## config.mk

```make
export PLATFORM = sky130hd
export DESIGN_NAME = fee_window
export DESIGN_NICKNAME = d
export VERILOG_FILES = /design/src/rtl/fee_pkg.sv /design/src/rtl/fee_window.sv
export SDC_FILE = /design/constraint.sdc
export NUM_CORES = 1
export LEC_CHECK = 0
export ABC_AREA = 1
export ABC_CLOCK_PERIOD_IN_PS = 5000
export BUFFER_PORTS_ARGS = -buffer_cell sky130_fd_sc_hd__buf_2
export CORE_MARGIN = 2
export CORE_UTILIZATION = 41
export CTS_CLUSTER_SIZE = 28
export DETAILED_ROUTE_END_ITERATION = 12
export PLACE_DENSITY = 0.54
export SYNTH_ARGS = -nofsm -noshare
export SYNTH_HDL_FRONTEND = slang
export SYNTH_SLANG_ARGS = --single-unit
export TNS_END_PERCENT = 10
```

## constraint.sdc

```tcl
create_clock -name clk_i -period 5 [get_ports clk_i]
set_clock_uncertainty 0.2 [all_clocks]
set_input_delay 0.5 -clock clk_i [delete_from_list [all_inputs] [get_ports clk_i]]
set_output_delay 0.5 -clock clk_i [all_outputs]
set_load 0.005 [all_outputs]
```

## src/rtl/fee_pkg.sv

```systemverilog
`default_nettype none

package fee_pkg;

  // Geometry of the neighborhood and of the line buffer chain.
  localparam int WIN   = 5;
  localparam int LINES = 4;

  // Configuration register widths and reset values.
  localparam int WIDTH_W    = 11;
  localparam int HEIGHT_W   = 13;
  localparam int THRESH_W   = 8;
  localparam int CFG_DATA_W = 13;
  localparam int CFG_IDX_W  = 2;

  localparam logic [WIDTH_W-1:0]  WIDTH_RST  = 11'd640;
  localparam logic [HEIGHT_W-1:0] HEIGHT_RST = 13'd480;
  localparam logic [THRESH_W-1:0] THRESH_RST = 8'd130;

  // Edge counter.
  localparam int CNT_W = 23;
  localparam logic [CNT_W-1:0] CNT_MAX = {CNT_W{1'b1}};

  typedef logic [7:0] pix_t;
  typedef pix_t [WIN-1:0] col_t;

  localparam pix_t PIX_MAX = 8'hFF;

  typedef enum logic [CFG_IDX_W-1:0] {
    CFG_WIDTH  = 2'd0,
    CFG_HEIGHT = 2'd1,
    CFG_THRESH = 2'd2
  } cfg_idx_e;

  typedef enum logic {
    KIND_PIXEL = 1'b0,
    KIND_DRAIN = 1'b1
  } kind_e;

  // Controls shared by all line buffer cells.
  typedef struct packed {
    logic rd_en;
    logic wr_en;
    logic byp;
  } lc_ctl_t;

  // Controls of the window register.
  typedef struct packed {
    logic shift;
    logic zero;
    logic load;
  } win_ctl_t;

  function automatic pix_t pix_min(pix_t a, pix_t b);
    return (a < b) ? a : b;
  endfunction

  // A neighbor outside the image must not lower the minimum.
  function automatic pix_t pix_mask(pix_t v, logic ok);
    return ok ? v : PIX_MAX;
  endfunction

endpackage

`default_nettype wire

```

## src/rtl/fee_window.sv

```systemverilog
`default_nettype none

module fee_window import fee_pkg::*; (
  input  wire logic           clk_i,
  input  wire logic           rst_ni,
  input  wire win_ctl_t       ctl_i,
  input  wire col_t           col_i,
  input  wire logic [WIN-1:0] rok_i,
  input  wire logic [WIN-1:0] cok_i,
  output      pix_t [2:0]     part_o,
  output      pix_t           centre_o
);

  // Stored column-major: win_q[column][row], column 4 is the newest.
  col_t [WIN-1:0] win_q;
  col_t [WIN-1:0] win_d;
  col_t [WIN-1:0] base;
  col_t [WIN-1:0] msk;
  pix_t [2:0]     part_d;
  pix_t [2:0]     part_q;
  pix_t           centre_q;

  always_comb begin
    base  = ctl_i.zero ? '0 : win_q;
    win_d = base;
    if (ctl_i.shift) begin
      for (int c = 0; c < WIN - 1; c++) begin
        win_d[c] = base[c+1];
      end
      win_d[WIN-1] = col_i;
    end
  end

  always_ff @(posedge clk_i or negedge rst_ni) begin
    if (!rst_ni) begin
      win_q <= '0;
    end else begin
      win_q <= win_d;
    end
  end

  always_comb begin
    for (int c = 0; c < WIN; c++) begin
      for (int r = 0; r < WIN; r++) begin
        msk[c][r] = pix_mask(win_q[c][r], rok_i[r] & cok_i[c]);
      end
    end
    // Diamond rows above, on and below the centre, in three groups of four.
    part_d[0] = pix_min(pix_min(msk[2][0], msk[1][1]), pix_min(msk[2][1], msk[3][1]));
    part_d[1] = pix_min(pix_min(msk[0][2], msk[1][2]), pix_min(msk[3][2], msk[4][2]));
    part_d[2] = pix_min(pix_min(msk[1][3], msk[2][3]), pix_min(msk[3][3], msk[2][4]));
  end

  always_ff @(posedge clk_i) begin
    if (ctl_i.load) begin
      part_q   <= part_d;
      centre_q <= win_q[2][2];
    end
  end

  assign part_o   = part_q;
  assign centre_o = centre_q;

endmodule

`default_nettype wire

```

==> results of run 1 <==
==> cell families after synthesis <==
| kind of cell | Yosys count |
|---|---|
| and+or+nand+nor | 663 |
| AOI/OAI and AO/OA | 170 |
| adders and majority gates | 60 |
| DFF | 184 |
| buffers and inverters | 160 |
==> Yosys cell counts, drive strengths merged <==
master	number
clkbuf	54
a211oi	9
dfrtp	152
buf	14
nand3	215
nand2	316
o22ai	2
inv	92
o21ai	111
nor2	129
edfxtp	32
a21oi	42
o31ai	6
ha	60
nand4	3
==> critical path, stage by stage <==
cell      delay, ps
buf_2           210
nand2_1         270
nor2_1          170
ha_1            250
a21oi_1         140
nor2_1           60
a211oi_1        370
nand2_4         160
o21ai_0         300
inv_1            80
ha_1            310
a21oi_1         130
nor2_1           60
a211oi_2        530
nand2_4         160
nand2_1          90
nand2_1          60
==> area by class of cell <==
| type | count | area share |
|---|---|---|
| clock buffers | 22 | 0.0433 |
| well taps | 319 | 0.0357 |
| repair buffers | 96 | 0.0474 |
| clock inverters | 7 | 0.00851 |
| multi-input cells | 893 | 0.407 |
| inverters | 92 | 0.0316 |
| flip-flops and latches | 184 | 0.426 |
==> power by group through the flow <==
stage | sequential, µW | combinational [µW] | clock (µW)
global placement | 1750 | 874 | 0
detailed placement | 1750 | 883 | 0
floorplan | 1750 | 594 | 0
CTS | 1720 | 887 | 1370
global route | 1740 | 1020 | 1430
finish | 1720 | 872 | 1340
==> routing by layer <==
metal / vias to the layer above / GRT usage / wire length (µm)
met5: - / 0 / 0
met4: 0 / 0.0512 / 271
met3: 15 / 0.0260 / 751
met2: 141 / 0.301 / 10700
met1: 3809 / 0.312 / 12900
li1: 4202 / - / -
==> how the worst min path moves through the flow <==
stage / to / start / slack [ps] / cells after the start
after floorplan: win_q[100] / rst_ni / 4 / 0
after global placement: centre_o[4] / win_q[100] / 280 / 0
after detailed placement: centre_o[4] / win_q[100] / 270 / 0
after CTS: win_q[189] / col_i[29] / 50 / 3
after global routing: win_q[186] / col_i[26] / 70 / 3
final: win_q[191] / col_i[31] / 60 / 3
==> sequential cells by signal (all words and copies together) (netlist names) <==
name,count
part_o,24
centre_o,8
win_q,152
==> metrics by stage <==
step | worst slack [ps] | hold WS, ps
finish | 1120 | 60.7
global placement | 749 | 277
global route | 749 | 65.1
floorplan | 806 | 4.41
detailed placement | 664 | 268
CTS | 1130 | 49.0
==> repair_timing <==
action	in CTS	in global routing
hold buffers	1	0
hold endpoints to repair	63	0
setup buffers	0	0
==> impl_metrics.py, run 1 <==
metrics = {
    "power": {
        "p_clk_frac": 0.341,
        "p_comb_frac": 0.221,
        "power_uw": 3940,
        "switching_share": 0.298,
        "p_int_uw": 2760,
        "ir_worst_vdd_mv": 0.235,
        "p_switching_uw": 1170,
        "p_per_area_nw_per_um2": 352,
        "seqPwrFrac": 0.438,
        "p_leak_uw": 0.00565,
    },
    "cts": {
        "cts_resized": 0,
        "insertion_delay_ps": 430,
        "cts-root-buf": "clkbuf_16",
        "path_clk_slew_ps": 70,
        "cts.htree.levels": 4,
        "cts_sinks": 184,
        "cts_tree": "done",
        "cts_buffers": 17,
        "clock_path_buffers": 2,
    },
    "cells_and_area": {
        "fin_cells": 1613,
        "fillCellCount": 2370,
        "final_common_cell": "nand2_1",
        "finish.net_count": 1399,
        "final_util": 0.473,
        "design_area_um2": 11200,
        "drive_gt1_frac": 0.121,
        "final_cell_mix": "292 x nand2_1, 215 x nand3_1, 152 x dfrtp_1",
        "antenna_cells": 0,
        "seq_area_um2": 4760,
        "multi_input_area_um2": 4550,
        "syn2layout_area_growth_pct": 12.6,
    },
    "synthesis": {
        "ys_types": 23,
        "synth_top_cell_by_area": "dfrtp_1",
        "synth-seq-cells": 184,
        "synth_adder_area_share": 0.0757,
        "avgSynthCellArea_um2": 8.02,
        "synth_top_family_by_area": "simple AND/OR/NAND/NOR gates",
        "synthCells": 1237,
        "synth.area.top_cells": "dfrtp_1 38%, nand2_1 11%, nand3_1 11%, edfxtp_1 9.7%, ha_1 7.6%",
        "syn_area_um2": 9920,
        "synth.area.mux_share": 0,
        "yosysTopAreaCellShare": 0.383,
        "ys.warnings.count": 0,
        "synth-compound-area-share": 0.0908,
        "synth_xor_area_frac": 0,
        "synth_seq_area_share": 0.480,
        "synth_simple_gate_area_frac": 0.292,
        "synth_nets": 1352,
    },
    "sta": {
        "rsz0062_at_grt": "false",
        "worst_slew_margin_rel": 0.343,
        "period_share": 0.776,
        "fmax_ghz": 0.258,
        "drv_slew": 0,
        "setup_viol": 0,
        "fin_crit_ps": 3880,
        "setup_tns_ps": 0,
        "hold_viol": 0,
        "worstMarginPinSlew_ps": 985,
    },
    "placed_design": {
        "placed_area_um2": 10600,
        "portBuffers": 86,
        "hpwl_um": 17000,
        "place_inst": 1583,
        "gp_congestion": 0.857,
    },
    "setup_path": {
        "reg2reg_setup_slack_ps": 1220,
        "worstSetupPathType": "input port to flip-flop",
        "cp_max_fo": 15,
        "startpoint": "cok_i[3]",
        "cp-endpoint": "part_o[7]",
        "r2r-start": "win_q[93]",
        "cp_data_required_time_ps": 4990,
        "worstSetupEndpointType": "flip-flop",
        "reg2reg_depth": 16,
        "startpoint_type": "input port",
        "timing.rr.end": "part_o[7]",
        "arrival_ps": 3870,
    },
    "drt": {
        "finalWirelength_um": 24700,
        "drtIter0Drc": 647,
        "via_per_inst": 5.06,
        "dr.pass1.iters": 5,
        "ant_nets": 0,
        "wire_per_inst_um": 15.3,
        "drc": 0,
        "vias": 8167,
    },
    "grt": {
        "grt_util_all_layers": 0.203,
        "antenna_found_initial": 0,
        "first_global_vias": 7786,
        "grt_start_max_net_pins": 144,
        "grt_pass1_wl_um": 41600,
        "overflow": 0,
    },
    "die": {
        "start_util": 0.420,
        "boundaryPins": 87,
        "die_area_um2": 25500,
        "core_area_um2": 23600,
        "die-height_um": 160,
        "die_w_um": 160,
        "placementRows": 56,
    },
    "run": {
        "maxCapViolCount": 0,
    },
    "hold_path": {
        "min_path_type": "input port to flip-flop",
    },
    "status": {
        "outcome": "complete, no violations",
    },
}
Note: power is estimated with default switching activity, not from simulation.
==> inputs of run 2 (changes only) <==
ABC_AREA = 0   (was 1)
ABC_CLOCK_PERIOD_IN_PS = 3600   (was 5000)
clock period = 3.6 ns   (was 5 ns; I/O delays follow)
==> run 2 against run 1 <==
Final cell count increased by 0.12%. Sequential power rose by 35%. Worst hold slack got worse by 39 ps. The run now ends with setup timing left. Synthesized cell count fell by 24%. Sequential share of layout area fell by 8.4 points. Largest cell class is now multi-input gates. First-iteration DRC count is 36% lower. Power increased by 49%. Non-clock buffer count increased by 264. Core utilization increased by 12 points. Via count is 2.2% lower. Critical path depth rose by 3. Clock-buffer cell count fell by 5.
==> impl_metrics.py, run 2 <==
metrics = {
    "status": {
        "outcome": "finished, violations left",
        "violations": "setup timing",
    },
    "synthesis": {
        "synth_edf_count": 32,
        "synth_seq_area_share": 0.484,
        "yosysTopAreaCellShare": 0.387,
        "ys.warnings.count": 0,
        "synth-seq-cells": 184,
        "synth_nets": 1059,
        "synth.area.top_cells": "dfrtp_1 39%, mux2i_1 14%, edfxtp_1 9.8%, nor2_1 7.9%, ha_1 7.6%",
        "synth_top_cell_by_area": "dfrtp_1",
        "ys_types": 50,
        "synth_most_common_cell": "nor2_1",
        "synth_common_cells": "206 x nor2_1, 152 x dfrtp_1, 134 x mux2i_1, 60 x ha_1, 56 x inv_1",
        "syn_area_um2": 9840,
        "synthCells": 944,
        "avgSynthCellArea_um2": 10.4,
        "async_flop_share": 0.826,
        "synth_ff_type": "dfrtp_1",
    },
    "cells_and_area": {
        "antenna_cells": 0,
        "syn2layout_area_growth_pct": 41.4,
        "drive_gt1_frac": 0.362,
        "largest_register_ff_count": 152,
        "finish.net_count": 1398,
        "final_common_cell": "buf_4",
        "largest_register": "win_q",
        "final_cell_mix": "222 x buf_4, 180 x nor2_1, 152 x dfrtp_1",
        "design_area_um2": 13900,
        "fin_cells": 1615,
    },
    "drt": {
        "drc": 0,
        "via_per_inst": 4.94,
        "finalWirelength_um": 25700,
        "vias": 7986,
        "dr.pass1.iters": 4,
        "ant_nets": 0,
        "wire_per_inst_um": 15.9,
        "drtIter0Drc": 414,
    },
    "grt": {
        "overflow": 0,
        "antenna_found_initial": 0,
        "grt_start_max_net_pins": 94,
        "first_global_vias": 8097,
        "grt_pass1_wl_um": 42000,
        "grt_util_all_layers": 0.207,
    },
    "setup_path": {
        "cp_slowest_cell": "dfrtp_1",
        "worstSetupEndpointType": "flip-flop",
        "cp_data_required_time_ps": 3680,
        "arrival_ps": 3830,
        "path_common_cell": "a21o_1",
        "startpoint_type": "flip-flop",
        "crit_chain": "nor2_2 > inv_2 > ha_4 > o21a_1 > o41ai_2 > a21oi_2 > a2111oi_4 > buf_6 > nor3_4 > a21o_1 > inv_2 > ha_4 > a21o_1 > a21o_1 > a21oi_2 > nand2_2 > o21a_1 > o31ai_4 > buf_6 > mux2i_2",
        "worstSetupPathType": "flip-flop to flip-flop",
        "cp_max_fo": 7,
        "slowest_delay_ps": 420,
    },
    "cts": {
        "cts.htree.levels": 4,
        "cts-root-buf": "clkbuf_16",
        "cts_tree": "done",
        "insertion_delay_ps": 440,
        "path_clk_slew_ps": 80,
        "cts_buffers": 17,
        "clock_path_buffers": 2,
        "cts_sinks": 184,
    },
    "sta": {
        "worstMarginPinSlew_ps": 990,
        "fin_crit_ps": 3750,
        "setup_tns_ps": -1840,
        "fmax_ghz": 0.266,
        "drv_slew": 0,
        "period_share": 1.04,
        "hold_viol": 0,
        "timing.final.ws_setup_ps": -153,
        "rsz0062_at_grt": "true",
        "holdWs_ps": 21.5,
        "setup_viol": 22,
        "worst_slew_margin_rel": 0.340,
    },
    "die": {
        "die_area_um2": 25300,
        "die_w_um": 159,
        "boundaryPins": 87,
        "core_area_um2": 23500,
        "die-height_um": 159,
        "start_util": 0.418,
        "placementRows": 56,
    },
    "power": {
        "p_per_area_nw_per_um2": 422,
        "ir_worst_vdd_mv": 0.336,
        "p_leak_uw": 0.00709,
    },
    "placed_design": {
        "gp_congestion": 0.854,
        "hpwl_um": 17500,
        "portBuffers": 86,
        "place_inst": 1511,
        "placed_area_um2": 12200,
    },
    "hold_path": {
        "min_path_type": "input port to flip-flop",
    },
    "run": {
        "maxCapViolCount": 0,
    },
}
## run 2: cell types whose count changed after synthesis, moves of 23 or more
cell      change
a21o_1       +27
a21oi_1      -23
a22o_1       +31
clkbuf_1     -23
inv_1        -35
mux2i_1     +134
nand2_1     -251
nand3_1     -211
nor2_1       +83
o21ai_0      -89
## run 2: per-stage QoR
| step | utilization | setup WS [ps] | total power [µW] |
|---|---|---|---|
| finish | 0.591 | -153 | 5870 |
| global route | 0.591 | -368 | 6170 |
| detailed placement | 0.518 | -843 | 3660 |
| CTS | 0.584 | -161 | 5880 |
| global placement | 0.518 | -877 | 3650 |
| floorplan | - | -218 | 3110 |
## run 2: final timing paths
check,to,slack [ps],start,cells after the start
setup / recovery,part_o[4],-150,win_q[81],20
hold / removal,win_q[168],20,col_i[8],2
setup reg to reg,part_o[4],-150,win_q[81],20
hold reg to reg,centre_o[3],290,win_q[99],0
max in group asynchronous,win_q[55],2110,rst_ni,3
min in group asynchronous,win_q[66],250,rst_ni,2
## run 2: cells by family (layout without fill, tap and decap cells)
family / after synthesis / in the layout / share of synthesized area
mux: 156 / 156 / 0.162
simple gates: 312 / 312 / 0.136
buf+inv: 96 / 448 / 0.0366
flops: 184 / 184 / 0.484
compound gates: 136 / 136 / 0.106
fa+ha+maj: 60 / 60 / 0.0763
## run 2: final cells by class
class,instances,area [µm²]
tap,319,399
sequential,184,4760
timing repair buffer,360,2700
clock buffer,17,425
fill,2038,9630
multi-input combinational,664,5210
inverter,56,210
clock inverter,15,209
## run 2: metal layers
layer  vias to the layer above  global-route usage  wire [µm]  part of all wire
met3                        32              0.0282        559             0.022
li1                       3997                   -          -                 -
met5                         -                   0          0                 0
met2                       117               0.333      12100              0.47
met4                         0              0.0669        556             0.022
met1                      3840               0.290      12500              0.49
## run 2: power by group
| group | internal (µW) | switching, µW | leakage, µW |
|---|---|---|---|
| Combinational | 837 | 735 | 0.00444 |
| Clock | 973 | 1000 | 0.000306 |
| Sequential | 2260 | 62.0 | 0.00234 |
| Total | 4070 | 1800 | 0.00709 |
## run 2: worst max-delay path, delay by kind of cell, from the launching register on
| family | cells | cell delay, ps |
|---|---|---|
| AO/OA/AOI/OAI | 10 | 1600 |
| adder cells (fa/ha/maj) | 2 | 410 |
| buffers and inverters | 4 | 490 |
| flip-flops | 1 | 420 |
| multiplexers | 1 | 200 |
| AND/OR/NAND/NOR | 3 | 280 |
## run 2: timing repair
item,4_1_cts,5_1_grt
hold buffers,40,0
buffers inserted,30,2
endpoints found under the hold margin,100,0
setup endpoints to repair,24,24
resized for setup,70,34
pin swaps,35,20
==> inputs of run 3 (changes only) <==
CORE_UTILIZATION = 60   (was 41)
PLACE_DENSITY = 0.76   (was 0.54)
==> run 3 against run 2 <==
Routed wire length increased by 6.4%. Sequential power hardly changed. Sequential cell count stayed put. The run still ends with setup timing left. Non-clock buffer count shrank 44. Worst hold slack better by 130 ps. Register-to-register slack got worse by 390 ps. Cell area fell by 4.9%. Final cell count shrank 9.0%. Worst setup slack got worse by 390 ps. Sequential share of layout area up 1.8 points.
==> impl_metrics.py, run 3 (synthesis results as in run 2) <==
metrics = {
    "status": {
        "outcome": "finished, violations left",
        "violations": "setup timing",
    },
    "setup_path": {
        "path_common_cell": "a21o_1",
        "cp_slowest_cell": "a2111oi_4",
        "cp_data_required_time_ps": 3680,
        "r2r-start": "win_q[81]",
        "startpoint_type": "flip-flop",
        "worstSetupEndpointType": "flip-flop",
        "worstSetupPathType": "flip-flop to flip-flop",
        "cp-endpoint": "part_o[6]",
        "crit_chain": "nor2_2 > inv_1 > ha_4 > o41ai_2 > a21oi_2 > a2111oi_4 > buf_4 > a21o_1 > inv_1 > ha_2 > a21o_1 > a21o_1 > a21oi_2 > nand2_2 > o21a_1 > o31ai_4 > buf_12 > mux2i_2",
        "cp_max_fo": 7,
        "timing.rr.end": "part_o[6]",
        "startpoint": "win_q[81]",
        "slowest_delay_ps": 470,
        "reg2reg_depth": 18,
        "reg2reg_setup_slack_ps": -540,
        "arrival_ps": 4220,
    },
    "sta": {
        "drv_slew": 0,
        "rsz0062_at_grt": "true",
        "period_share": 1.15,
        "hold_viol": 0,
        "timing.final.ws_setup_ps": -545,
        "setup_viol": 24,
        "worstMarginPinSlew_ps": 851,
        "fin_crit_ps": 4140,
        "fmax_ghz": 0.241,
        "worst_slew_margin_rel": 0.433,
    },
    "drt": {
        "via_per_inst": 5.72,
        "vias": 8408,
        "drc": 0,
        "dr.pass1.iters": 5,
        "ant_nets": 0,
        "finalWirelength_um": 27400,
        "drtIter0Drc": 602,
        "wire_per_inst_um": 18.6,
    },
    "cells_and_area": {
        "final_cell_mix": "186 x nor2_1, 184 x buf_4, 152 x dfrtp_1",
        "largest_register_ff_count": 152,
        "finish.net_count": 1355,
        "drive_gt1_frac": 0.326,
        "largest_register": "win_q",
        "syn2layout_area_growth_pct": 34.5,
        "final_common_cell": "nor2_1",
        "final_util": 0.830,
        "design_area_um2": 13200,
        "fillCellCount": 920,
    },
    "power": {
        "ir_worst_vdd_mv": 0.380,
        "p_per_area_nw_per_um2": 427,
        "p_leak_uw": 0.00678,
    },
    "placed_design": {
        "hpwl_um": 16800,
        "gp_congestion": 0.893,
        "pre_cts_ws_ps": -773,
        "placed_area_um2": 11700,
        "portBuffers": 86,
    },
    "die": {
        "placementRows": 46,
        "die_w_um": 132,
        "die_area_um2": 17400,
        "die-height_um": 132,
        "core_area_um2": 15900,
        "start_util": 0.617,
        "boundaryPins": 87,
    },
    "cts": {
        "cts_sinks": 184,
        "cts_buffers": 17,
        "insertion_delay_ps": 440,
        "cts_tree": "done",
        "path_clk_slew_ps": 80,
        "cts-root-buf": "clkbuf_16",
        "clock_path_buffers": 2,
        "cts.htree.levels": 4,
    },
    "grt": {
        "grtUsageMet3": 0.0581,
        "use_met1": 0.385,
        "grt_util_all_layers": 0.309,
        "grt_pass1_wl_um": 42500,
        "grt_use_met2": 0.535,
        "busiest_layer": "met2",
        "grt_start_max_net_pins": 77,
        "first_global_vias": 8445,
        "antenna_found_initial": 1,
        "overflow": 0,
    },
    "hold_path": {
        "min_path_type": "input port to flip-flop",
    },
    "run": {
        "maxCapViolCount": 0,
    },
}
-- run 3: changes by cell type in the layout (fill, tap and decap cells not counted), sizes merged --
cell,previous run,this run
a211o,3,4
diode,0,1
buf,319,274
dlygate4sd3,40,41
inv,65,63
clkinvlp,0,1
-- run 3: critical path, delay by kind of cell, from the launching register on --
family                   cells  cell delay, ps
buffers and inverters        4             560
AND/OR/NAND/NOR              2             260
multiplexers                 1             220
flip-flops                   1             430
AO/OA/AOI/OAI                9            1950
adder cells (fa/ha/maj)      2             360
-- run 3: through the flow --
stage	instances	total power [µW]	hold slack (ps)	TNS [ps]
after floorplan	944	3110	-136	-4270
after global placement	1365	3570	235	-14340
after detailed placement	1365	3600	230	-16270
after CTS	1458	5560	152	-2590
after global routing	1469	5890	181	-10660
final	1469	5650	156	-6560
-- run 3: where the power goes --
group / switching (µW) / total (µW) / internal (µW)
combinational: 737 / 1480 / 745
clock: 907 / 1830 / 927
sequential: 70.8 / 2330 / 2260
total: 1720 / 5650 / 3930
-- run 3: what timing repair did --
item                                   in CTS  in global routing
buffers inserted                           19                 10
endpoints found under the hold margin     114                  0
cloned                                      2                  0
setup endpoints to repair                  24                 24
hold buffers                               41                  0
pin swaps                                  15                 21
gates resized for setup                    36                 26
-- run 3: layout make-up --
type                       count  area, µm²  area share
antenna                        1       2.50    0.000189
clock buffer                  17        425      0.0322
clock inverter                14        159      0.0120
inverter                      56        210      0.0159
multi-input combinational    665       5080       0.384
sequential                   184       4760       0.360
tap                          216        270      0.0204
timing repair buffer         316       2320       0.175
-- run 3: worst min-delay path by stage --
stage                  start          to  slack [ps]  cells after the start
floorplan             rst_ni  win_q[100]        -140                      0
global placement      rst_ni   win_q[82]         240                      1
detailed placement    rst_ni   win_q[82]         230                      1
CTS                 ctl_i[2]  win_q[176]         150                      3
global route        ctl_i[2]  win_q[182]         180                      3
finish              ctl_i[2]  win_q[176]         160                      3
-- run 3: layer usage --
metal / routed length, µm / part of all wire / vias up
met3: 1130 / 0.041 / 77
li1: - / - / 3898
met4: 879 / 0.032 / 0
met2: 14000 / 0.51 / 291
met5: 0 / 0 / -
met1: 11300 / 0.41 / 4142
